`src/design/assert_macros.svh`:
```
// ----------------------------------------------------------------------------
// assert_macros.svh
// assertion helpers used by the dispatcher core, empty under synthesis
// ----------------------------------------------------------------------------
`ifndef ASSERT_MACROS_SVH
`define ASSERT_MACROS_SVH
`ifndef SYNTHESIS
// antecedent implies consequent in the same cycle
`define ASSERT_IMPLY(lbl, clk, rst_n, ante, cons, msg) \
    lbl: assert property (@(posedge clk) disable iff (!rst_n) (ante) |-> (cons)) \
        else $error(msg);
// condition must never hold
`define ASSERT_NEVER(lbl, clk, rst_n, cond, msg) \
    lbl: assert property (@(posedge clk) disable iff (!rst_n) !(cond)) \
        else $error(msg);
`else
`define ASSERT_IMPLY(lbl, clk, rst_n, ante, cons, msg)
`define ASSERT_NEVER(lbl, clk, rst_n, cond, msg)
`endif
`endif

```
`src/design/ppd_pkg.sv`:
```
// ----------------------------------------------------------------------------
// ppd_pkg
// shared types and constants of the periodic priority task dispatcher
// ----------------------------------------------------------------------------
package ppd_pkg;

    // default sizes
    localparam int SLOTS_DEF      = 16;
    localparam int PRIORITIES_DEF = 8;

    // field widths
    localparam int PRIO_W   = 4;
    localparam int PERIOD_W = 32;
    localparam int TIME_W   = 64;
    localparam int CNT_W    = 32;
    localparam int SLOT_W   = 4;
    localparam int RAN_W    = 5;
    localparam int STAT_W   = 2;

    // add status codes
    localparam logic [STAT_W-1:0] ST_OK    = 2'd0;
    localparam logic [STAT_W-1:0] ST_INVAL = 2'd1;
    localparam logic [STAT_W-1:0] ST_FULL  = 2'd2;

    // function codes
    localparam logic FUNC_ADD   = 1'b0;
    localparam logic FUNC_ROUND = 1'b1;

    // one task table entry
    typedef struct packed {
        logic [PRIO_W-1:0]   prio;
        logic [PERIOD_W-1:0] period;
        logic [TIME_W-1:0]   deadline;
        logic [CNT_W-1:0]    runs;
    } t_entry;

    // controller states
    typedef enum logic [2:0] {
        S_IDLE = 3'b001,
        S_SCAN = 3'b010,
        S_DONE = 3'b100
    } t_state;

endpackage

```
`src/design/ppd_ram.sv`:
```
// ----------------------------------------------------------------------------
// ppd_ram
// generic single write port, single read port ram with registered read
// ----------------------------------------------------------------------------
module ppd_ram #(
    parameter int WIDTH = 8,
    parameter int DEPTH = 16,
    parameter int AW    = (DEPTH > 1) ? $clog2(DEPTH) : 1
) (
    input  logic             i_clk,
    input  logic             i_we,
    input  logic [AW-1:0]    i_waddr,
    input  logic [WIDTH-1:0] i_wdata,
    input  logic [AW-1:0]    i_raddr,
    output logic [WIDTH-1:0] o_rdata
);

    logic [WIDTH-1:0] r_mem [DEPTH];
    logic [WIDTH-1:0] r_rdata;

    // write port and registered read port
    always_ff @(posedge i_clk) begin
        if (i_we) begin
            r_mem[i_waddr] <= i_wdata;
        end
        r_rdata <= r_mem[i_raddr];
    end

    assign o_rdata = r_rdata;

endmodule

```
`src/design/periodic_priority_task_dispatcher_core.sv`:
```
// ----------------------------------------------------------------------------
// periodic_priority_task_dispatcher_core
// task table in one ram; adds write a slot, rounds scan priority by slot
// ----------------------------------------------------------------------------
// add beat: result strobed the next cycle, busy stays low
// round beat: one ram read per (priority, slot) pair over the used slots;
//   an empty table answers the next cycle
// each dispatch beat waits for the next hit or the end of the scan, no stalls
// synchronous active-low reset clears the slot count, counters and control
`include "assert_macros.svh"

module periodic_priority_task_dispatcher_core #(
    parameter int SLOTS      = ppd_pkg::SLOTS_DEF,
    parameter int PRIORITIES = ppd_pkg::PRIORITIES_DEF
) (
    input  logic                         i_clk,
    input  logic                         i_rst_n,
    input  logic                         start,
    output logic                         busy,
    input  logic                         i_func,
    input  logic [ppd_pkg::TIME_W-1:0]   i_current_time,
    input  logic [ppd_pkg::PRIO_W-1:0]   i_task_priority_in,
    input  logic [ppd_pkg::PERIOD_W-1:0] i_task_period_in,
    input  logic                         i_has_handler,
    output logic                         o_valid,
    output logic [ppd_pkg::STAT_W-1:0]   o_status,
    output logic                         o_dispatched,
    output logic [ppd_pkg::SLOT_W-1:0]   o_task_slot,
    output logic [ppd_pkg::CNT_W-1:0]    o_task_run_count,
    output logic [ppd_pkg::RAN_W-1:0]    o_ran_in_round,
    output logic [ppd_pkg::CNT_W-1:0]    o_round_total,
    output logic [ppd_pkg::CNT_W-1:0]    o_idle_round_total,
    output logic [ppd_pkg::CNT_W-1:0]    o_dispatch_total,
    output logic                         o_last
);
    import ppd_pkg::*;

    localparam int SW = (SLOTS > 1) ? $clog2(SLOTS) : 1;
    localparam int UW = $clog2(SLOTS + 1);
    localparam int EW = $bits(t_entry);

    localparam logic [UW-1:0]     SLOTS_U  = UW'(SLOTS);
    localparam logic [PRIO_W:0]   PRIO_LIM = (PRIO_W + 1)'(PRIORITIES);
    localparam logic [PRIO_W-1:0] PRIO_TOP = PRIO_W'(PRIORITIES - 1);

    // control and counters
    t_state              r_state, n_state;
    logic [UW-1:0]       r_used, n_used;
    logic [CNT_W-1:0]    r_rounds, n_rounds;
    logic [CNT_W-1:0]    r_idle, n_idle;
    logic [CNT_W-1:0]    r_disp, n_disp;

    // scan position and round time
    logic [TIME_W-1:0]   r_now, n_now;
    logic [PRIO_W-1:0]   r_p, n_p;
    logic [SW-1:0]       r_i, n_i;
    logic [UW-1:0]       r_n, n_n;

    // data stage, registered in step with the ram read data
    logic                r_dv, n_dv;
    logic [SW-1:0]       r_ds, n_ds;
    logic [PRIO_W-1:0]   r_dp, n_dp;

    // pending dispatch, held until its last flag is known
    logic                r_pv, n_pv;
    logic [SW-1:0]       r_pslot, n_pslot;
    logic [CNT_W-1:0]    r_pruns, n_pruns;
    logic [UW-1:0]       r_pran, n_pran;
    logic [CNT_W-1:0]    r_ptot, n_ptot;

    // result registers
    logic                r_ov, n_ov;
    logic [STAT_W-1:0]   r_ostat, n_ostat;
    logic                r_odisp, n_odisp;
    logic [SLOT_W-1:0]   r_oslot, n_oslot;
    logic [CNT_W-1:0]    r_oruns, n_oruns;
    logic [RAN_W-1:0]    r_oran, n_oran;
    logic [CNT_W-1:0]    r_orounds, n_orounds;
    logic [CNT_W-1:0]    r_oidle, n_oidle;
    logic [CNT_W-1:0]    r_odtot, n_odtot;
    logic                r_olast, n_olast;

    // ram ports
    logic                ram_we;
    logic [SW-1:0]       ram_waddr;
    t_entry              ram_wdata;
    t_entry              ram_rdata;
    logic [EW-1:0]       ram_rbits;

    // add path
    logic [STAT_W-1:0]   add_stat;
    logic [PERIOD_W-1:0] add_step;
    // due check path
    logic [TIME_W-1:0]   due_diff;
    logic [PERIOD_W-1:0] due_step;
    logic                hit;
    logic [SW-1:0]       last_slot;

    // task table: one entry per slot
    ppd_ram #(
        .WIDTH (EW),
        .DEPTH (SLOTS),
        .AW    (SW)
    ) u_table (
        .i_clk   (i_clk),
        .i_we    (ram_we),
        .i_waddr (ram_waddr),
        .i_wdata (ram_wdata),
        .i_raddr (r_i),
        .o_rdata (ram_rbits)
    );

    assign ram_rdata = t_entry'(ram_rbits);
    assign busy      = (r_state != S_IDLE);
    assign last_slot = SW'(r_used - UW'(1));

    // add status and first deadline step
    always_comb begin
        if (!i_has_handler || ({1'b0, i_task_priority_in} >= PRIO_LIM)) begin
            add_stat = ST_INVAL;
        end else if (r_used >= SLOTS_U) begin
            add_stat = ST_FULL;
        end else begin
            add_stat = ST_OK;
        end
        add_step = (i_task_period_in != '0) ? i_task_period_in : PERIOD_W'(1);
    end

    // due test on the entry read back; a slot matches one priority only,
    // so its single writeback per round never meets a later read that counts
    always_comb begin
        due_diff = r_now - ram_rdata.deadline;
        due_step = (ram_rdata.period != '0) ? ram_rdata.period : PERIOD_W'(1);
        hit      = r_dv && (ram_rdata.prio == r_dp) &&
                   ((ram_rdata.period == '0) || !due_diff[TIME_W-1]);
    end

    // next state
    always_comb begin
        n_state   = r_state;
        n_used    = r_used;
        n_rounds  = r_rounds;
        n_idle    = r_idle;
        n_disp    = r_disp;
        n_now     = r_now;
        n_p       = r_p;
        n_i       = r_i;
        n_n       = r_n;
        n_dv      = 1'b0;
        n_ds      = r_ds;
        n_dp      = r_dp;
        n_pv      = r_pv;
        n_pslot   = r_pslot;
        n_pruns   = r_pruns;
        n_pran    = r_pran;
        n_ptot    = r_ptot;
        n_ov      = 1'b0;
        n_ostat   = r_ostat;
        n_odisp   = r_odisp;
        n_oslot   = r_oslot;
        n_oruns   = r_oruns;
        n_oran    = r_oran;
        n_orounds = r_orounds;
        n_oidle   = r_oidle;
        n_odtot   = r_odtot;
        n_olast   = r_olast;
        ram_we    = 1'b0;
        ram_waddr = r_ds;
        ram_wdata = ram_rdata;

        unique case (r_state)
            S_IDLE: begin
                if (start) begin
                    if (i_func == FUNC_ADD) begin
                        // add beat: one result, table write on success
                        n_ov      = 1'b1;
                        n_ostat   = add_stat;
                        n_odisp   = 1'b0;
                        n_oslot   = '0;
                        n_oruns   = '0;
                        n_oran    = '0;
                        n_orounds = r_rounds;
                        n_oidle   = r_idle;
                        n_odtot   = r_disp;
                        n_olast   = 1'b1;
                        if (add_stat == ST_OK) begin
                            n_oslot            = SLOT_W'(r_used);
                            ram_we             = 1'b1;
                            ram_waddr          = r_used[SW-1:0];
                            ram_wdata.prio     = i_task_priority_in;
                            ram_wdata.period   = i_task_period_in;
                            ram_wdata.deadline = i_current_time + TIME_W'(add_step);
                            ram_wdata.runs     = '0;
                            n_used             = r_used + UW'(1);
                        end
                    end else begin
                        // round beat
                        n_rounds = r_rounds + CNT_W'(1);
                        if (r_used == '0) begin
                            n_idle    = r_idle + CNT_W'(1);
                            n_ov      = 1'b1;
                            n_ostat   = ST_OK;
                            n_odisp   = 1'b0;
                            n_oslot   = '0;
                            n_oruns   = '0;
                            n_oran    = '0;
                            n_orounds = r_rounds + CNT_W'(1);
                            n_oidle   = r_idle + CNT_W'(1);
                            n_odtot   = r_disp;
                            n_olast   = 1'b1;
                        end else begin
                            n_state = S_SCAN;
                            n_now   = i_current_time;
                            n_p     = '0;
                            n_i     = '0;
                            n_n     = '0;
                            n_pv    = 1'b0;
                        end
                    end
                end
            end
            S_SCAN: begin
                // issue one read per (priority, slot) pair
                n_dv = 1'b1;
                n_ds = r_i;
                n_dp = r_p;
                if (r_i == last_slot) begin
                    n_i = '0;
                    if (r_p == PRIO_TOP) begin
                        n_state = S_DONE;
                    end else begin
                        n_p = r_p + PRIO_W'(1);
                    end
                end else begin
                    n_i = r_i + SW'(1);
                end
            end
            S_DONE: begin
                // flush once the final read has been checked
                if (!r_dv) begin
                    n_state   = S_IDLE;
                    n_ov      = 1'b1;
                    n_ostat   = ST_OK;
                    n_orounds = r_rounds;
                    n_olast   = 1'b1;
                    if (r_pv) begin
                        n_odisp = 1'b1;
                        n_oslot = SLOT_W'(r_pslot);
                        n_oruns = r_pruns;
                        n_oran  = RAN_W'(r_pran);
                        n_oidle = r_idle;
                        n_odtot = r_ptot;
                    end else begin
                        n_idle  = r_idle + CNT_W'(1);
                        n_odisp = 1'b0;
                        n_oslot = '0;
                        n_oruns = '0;
                        n_oran  = '0;
                        n_oidle = r_idle + CNT_W'(1);
                        n_odtot = r_disp;
                    end
                end
            end
            default: begin
                n_state = S_IDLE;
            end
        endcase

        // dispatch: write back, release the previous pending hit
        if (hit) begin
            ram_we             = 1'b1;
            ram_waddr          = r_ds;
            ram_wdata.deadline = r_now + TIME_W'(due_step);
            ram_wdata.runs     = ram_rdata.runs + CNT_W'(1);
            n_disp             = r_disp + CNT_W'(1);
            n_n                = r_n + UW'(1);
            if (r_pv) begin
                n_ov      = 1'b1;
                n_ostat   = ST_OK;
                n_odisp   = 1'b1;
                n_oslot   = SLOT_W'(r_pslot);
                n_oruns   = r_pruns;
                n_oran    = RAN_W'(r_pran);
                n_orounds = r_rounds;
                n_oidle   = r_idle;
                n_odtot   = r_ptot;
                n_olast   = 1'b0;
            end
            n_pv    = 1'b1;
            n_pslot = r_ds;
            n_pruns = ram_rdata.runs + CNT_W'(1);
            n_pran  = r_n + UW'(1);
            n_ptot  = r_disp + CNT_W'(1);
        end
    end

    // control registers
    always_ff @(posedge i_clk) begin
        if (!i_rst_n) begin
            r_state  <= S_IDLE;
            r_used   <= '0;
            r_rounds <= '0;
            r_idle   <= '0;
            r_disp   <= '0;
            r_dv     <= 1'b0;
            r_pv     <= 1'b0;
            r_ov     <= 1'b0;
        end else begin
            r_state  <= n_state;
            r_used   <= n_used;
            r_rounds <= n_rounds;
            r_idle   <= n_idle;
            r_disp   <= n_disp;
            r_dv     <= n_dv;
            r_pv     <= n_pv;
            r_ov     <= n_ov;
        end
    end

    // payload registers
    always_ff @(posedge i_clk) begin
        r_now     <= n_now;
        r_p       <= n_p;
        r_i       <= n_i;
        r_n       <= n_n;
        r_ds      <= n_ds;
        r_dp      <= n_dp;
        r_pslot   <= n_pslot;
        r_pruns   <= n_pruns;
        r_pran    <= n_pran;
        r_ptot    <= n_ptot;
        r_ostat   <= n_ostat;
        r_odisp   <= n_odisp;
        r_oslot   <= n_oslot;
        r_oruns   <= n_oruns;
        r_oran    <= n_oran;
        r_orounds <= n_orounds;
        r_oidle   <= n_oidle;
        r_odtot   <= n_odtot;
        r_olast   <= n_olast;
    end

    assign o_valid            = r_ov;
    assign o_status           = r_ostat;
    assign o_dispatched       = r_odisp;
    assign o_task_slot        = r_oslot;
    assign o_task_run_count   = r_oruns;
    assign o_ran_in_round     = r_oran;
    assign o_round_total      = r_orounds;
    assign o_idle_round_total = r_oidle;
    assign o_dispatch_total   = r_odtot;
    assign o_last             = r_olast;

    // checks
    `ASSERT_IMPLY(a_nodisp_last, i_clk, i_rst_n, r_ov && !r_odisp, r_olast, "non-dispatch beat not last")
    `ASSERT_IMPLY(a_disp_ran, i_clk, i_rst_n, r_ov && r_odisp, r_oran != '0, "dispatch beat with zero ran count")
    `ASSERT_IMPLY(a_stage_busy, i_clk, i_rst_n, r_dv, r_state != S_IDLE, "read data stage active while idle")
    `ASSERT_NEVER(a_used_max, i_clk, i_rst_n, r_used > SLOTS_U, "slot count beyond table size")

endmodule
```
`config.mk`:
```
export PLATFORM = sky130hd
export DESIGN_NAME = periodic_priority_task_dispatcher_core
export DESIGN_NICKNAME = d
export VERILOG_FILES = /design/src/design/ppd_pkg.sv /design/src/design/ppd_ram.sv /design/src/design/periodic_priority_task_dispatcher_core.sv
export VERILOG_INCLUDE_DIRS = /design/src /design/src/design
export SDC_FILE = /design/constraint.sdc
export NUM_CORES = 2
export LEC_CHECK = 0
export ABC_AREA = 0
export BUFFER_PORTS_ARGS = -buffer_cell sky130_fd_sc_hd__buf_4
export CAP_MARGIN = 20
export CORE_ASPECT_RATIO = 0.5
export CORE_MARGIN = 1
export CORE_UTILIZATION = 60
export DETAILED_ROUTE_END_ITERATION = 16
export GPL_TIMING_DRIVEN = 0
export PLACE_DENSITY = 0.77
export SKIP_LAST_GASP = 1
export SYNTH_ARGS = -nofsm -noshare
export SYNTH_HDL_FRONTEND = slang
export SYNTH_SLANG_ARGS = --single-unit
```
`constraint.sdc`:
```
create_clock -name i_clk -period 13.6 [get_ports i_clk]
set_input_delay 2.72 -clock i_clk [delete_from_list [all_inputs] [get_ports i_clk]]
set_output_delay 2.72 -clock i_clk [all_outputs]
set_load 0.01 [all_outputs]
```
==> metrics.txt <==
Via-to-Cell Ratio=6.94; final critical delay including setup and external delays=between 7 and 8 ns; via count of the first global-routing pass=around 66,000; Switching Share=23.5%; GR Util All Layers=36.5%; clock power share=38.7%; max incr delay on CP=0.93 ns; non-filler instance count after layout=9,828; warnings from Yosys=0; total placed cells including tap cells=9,328; # Post-CTS Setup Buffers=0; number of buffers between clock root and the deepest sink=4; area used by multi-input combinational logic=31,400 um^2; share of cell area taken by muxes after synthesis=13.7%; Max Fanout on Critical Path=16; synthesized netlist net count=6,742; Setup Skew=0.0761 ns; switching power of the nets=4.00 mW; CTS H-tree lvls=4; effective utilization at floorplan=between 60% and 70%; count of fill cells added during filler insertion=11,031; internal portion of total power=roughly 13 mW; number of max-slew violations in the final report=0; post-synthesis sequential area ratio=69.5%; Synth Cell Area=109,000 um^2; DIE WIDTH=605 um; iteration-0 DRC count of the detailed router=10,888; Routability Congestion=1.01; Compound-Gate Fraction of Synth Area=5.58%; port bufs=245; floorplan die height=between 300 and 400 um; total DRC errors in the routed layout=0; share of total power in combinational logic=under 10%; worst rel slew slack=14.1%; clock slew at the register clock pins of the worst setup and hold paths=0.07 ns; worst ir drop on vdd=109 uV; DIE AREA=184,000 um^2; CTS tree=done; synthesized instance count=6,500; XOR/XNOR Fraction of Synth Area=roughly 2.2%; CTS root buf=clkbuf_16; CTS buffer count=218; total power draw=about 17 mW; count of nets after finishing=about 7,500; sequential fraction of design power=53.1%; largest family of logic cells by synthesized area=multiplexers; worst path bufs/invs=1; Required @ worst endpoint=14.10 ns; worst path cell trace=buf_4 -> nor4_1 -> nand4_1 -> o21bai_1 -> ha_1 -> a211oi_1 -> o21bai_1 -> a311oi_1 -> nor3_1 -> o2111ai_1 -> a31oi_1 -> nand2_1 -> nor2_1 -> xnor2_1 -> o211ai_1; Worst Setup End Kind=flip-flop; max capacitance violation total=0; Yosys cell types=82; Final Setup Violations=0; area inside the core boundary=180,000 um^2; status=completed; clock sinks=between 2,000 and 3,000; Top-Level Pins=248; layout cells sized above 1=20.8%; Sum Neg Setup Slack=0 ns; count of flip-flops with a built-in enable after synthesis=2,270; fraction of the mapped netlist area in adder cells=roughly 1.6%; classification of the worst-slack hold path=flip-flop to flip-flop; quantity of gates resized following cts=0; total of flip-flops plus latches after synthesis=approximately 2,700; top flip-flop cell by instance count after synthesis=edfxtp_1; total grt overflow=0; drt first pass iters=7; wire length of the first global-routing pass=471,000 um; worst setup path category=input port to flip-flop; area growth from synthesis to final layout=14.9%; pwr dens=approximately 140 nW/um^2; standard-cell rows=110; number of antenna-violating nets in the routed design=0; standby leakage power=41.9 nW; Most common cell on crit path=o21bai_1; final WL=between 300,000 and 400,000 um; via total after detailed routing=68,168; gate family responsible for the most delay along the worst path=compound AO/OA/AOI/OAI gates; FFs w/ async S/R, synth=0%; slew at the pin closest to its max-slew limit=1.29 ns; Critical Path Source Type=input port; number of antenna violations at the first check in global routing=34; hold violation count in the final report=0; routed length per instance=34.5 um; setup repair after global routing missed its margin=no; hold-fix buffers at CTS=0; combined flip-flop and latch cell area=75,800 um^2; simple-gate area share of the yosys netlist=between 5 and 6%; Max Fclk=about 0.13 GHz; Synth Area per Inst=16.8 um^2; Worst path slowest cell=a31oi_1; CP arrival=8.18 ns; placed wire-length estimate after detailed placement=223,000 um; portion of the clock cycle consumed by the worst path in the final layout=between 50% and 60%; largest net degree at the start of global routing=between 40 and 50; clock network latency to the later pin of the worst-skew pair=approximately 0.92 ns
registers in the layout, summed over array words and instances (netlist names), 32 cells and up:
name and count:
r_rounds 32, o_task_run_count 32, u_table.r_mem 2112, r_pruns 32
r_ptot 32, o_idle_round_total 32, r_disp 32, r_idle 32
r_now 64, o_dispatch_total 32, o_round_total 32, u_table.o_rdata 132
cell type report:
cell class | count | share of cell area [%]
antenna | 29 | 0.0579
clock buffer | 319 | 4.90
clock inverter | 83 | 0.888
buffer | 427 | 1.33
sequential | 2650 | 60.5
tap | 2408 | 2.41
inverter | 95 | 0.287
timing repair buffer | 489 | 4.58
multi-input combinational | 3328 | 25.1
logic make-up (layout without fill, tap and decap cells):
group                      after synthesis  count (layout)
DFF                                   2650            2650
and+or+nand+nor                       1294            1294
AOI/OAI and AO/OA                      959             959
muxes                                  665             665
buffers and inverters                  522            1413
xor gates and xnor gates               273             273
adders and majority gates              137             137
other                                    0              29
power groups by stage:
| stage | clock network (mW) | registers [mW] | logic, mW |
|---|---|---|---|
| after global routing | 6.88 | 9.06 | 1.47 |
| final | 6.59 | 9.05 | 1.40 |
| after global placement | 0 | 9.24 | 1.26 |
| after floorplan | 0 | 9.21 | 0.732 |
| after CTS | 6.59 | 9.05 | 1.34 |
| after detailed placement | 0 | 9.23 | 1.33 |
metal layers:
metal | vias to the layer above | routed length [um] | GRT usage, %
li1 | 27121 | - | -
met1 | 34573 | 120000 | 48.8
met2 | 5481 | 157000 | 56.7
met3 | 971 | 44700 | 9.96
met4 | 22 | 17000 | 17.1
met5 | - | 374 | 0
metrics by stage:
stage               hold WS (ns)  setup slack [ns]  util (%)  area [um^2]
detailed placement         0.432              5.30      65.0       117000
finish                     0.419              5.92      69.5       125000
floorplan                  0.418              3.00         -       109000
CTS                        0.422              6.05      69.0       124000
global placement           0.424             -6.72      63.2       114000
global route               0.456              5.87      69.5       125000
placed cells by master, fill, tap and decap left out, drive strengths merged, types with 98 or more instances in the layout:
cell / Yosys / routed
ha: 135 / 135
a21oi: 200 / 200
clkbuf: 320 / 641
nor2: 234 / 234
xor2: 110 / 110
mux4: 660 / 660
buf: 107 / 594
inv: 94 / 102
nand3: 136 / 136
edfxtp: 2270 / 2270
nand2: 511 / 511
o21ai: 298 / 298
and2: 98 / 98
dfxtp: 380 / 380
xnor2: 163 / 163
worst register-to-register path, stage by stage, from the launching register on:
cell and delay, ns:
dfxtp_1 0.42, inv_1 0.07, ha_1 0.29, a21o_1 0.16, a211o_1 0.28, a41oi_1 0.20
o21ai_0 0.30, a31oi_1 0.53, mux2i_1 0.52, buf_6 0.23, nand2_1 0.13, buf_2 0.24
nand2_1 0.26, clkbuf_1 0.64, a31oi_1 0.50, nor2_4 0.84, buf_12 0.29, buf_12 0.25
buf_12 0.24
path summary, 6_finish.rpt:
path,start,to,slack (ns),depth (start not counted)
setup reg to reg,u_table.o_rdata[36],u_table.r_mem[4][131],6.84,18
setup / recovery,i_task_period_in[14],u_table.r_mem[12][87],5.92,15
hold / removal,r_ptot[6],o_dispatch_total[6],0.42,2
hold reg to reg,r_ptot[6],o_dispatch_total[6],0.42,2
cells in the mapped netlist, drive strengths merged, types with 19 or more instances:
cell,number,area share [%]
nor3b,19,0.14
a21oi,200,0.92
a21boi,45,0.31
o221ai,23,0.18
xnor2,163,1.3
o22ai,34,0.20
nor4,28,0.18
inv,94,0.32
a21o,41,0.28
nand2,511,1.8
clkbuf,320,1.1
a211oi,30,0.21
nor3,61,0.29
a22oi,52,0.36
or3,37,0.21
edfxtp,2270,63
xor2,110,0.88
nand3,136,0.63
o211ai,32,0.22
buf,107,0.41
a22o,41,0.33
o21ai,298,1.4
a31oi,31,0.18
and3,63,0.36
dfxtp,380,7.0
nor2,234,0.81
nand4,44,0.25
ha,135,1.5
o21a,32,0.22
mux4,660,14
and2,98,0.56
(Power assumes the default switching activity.)
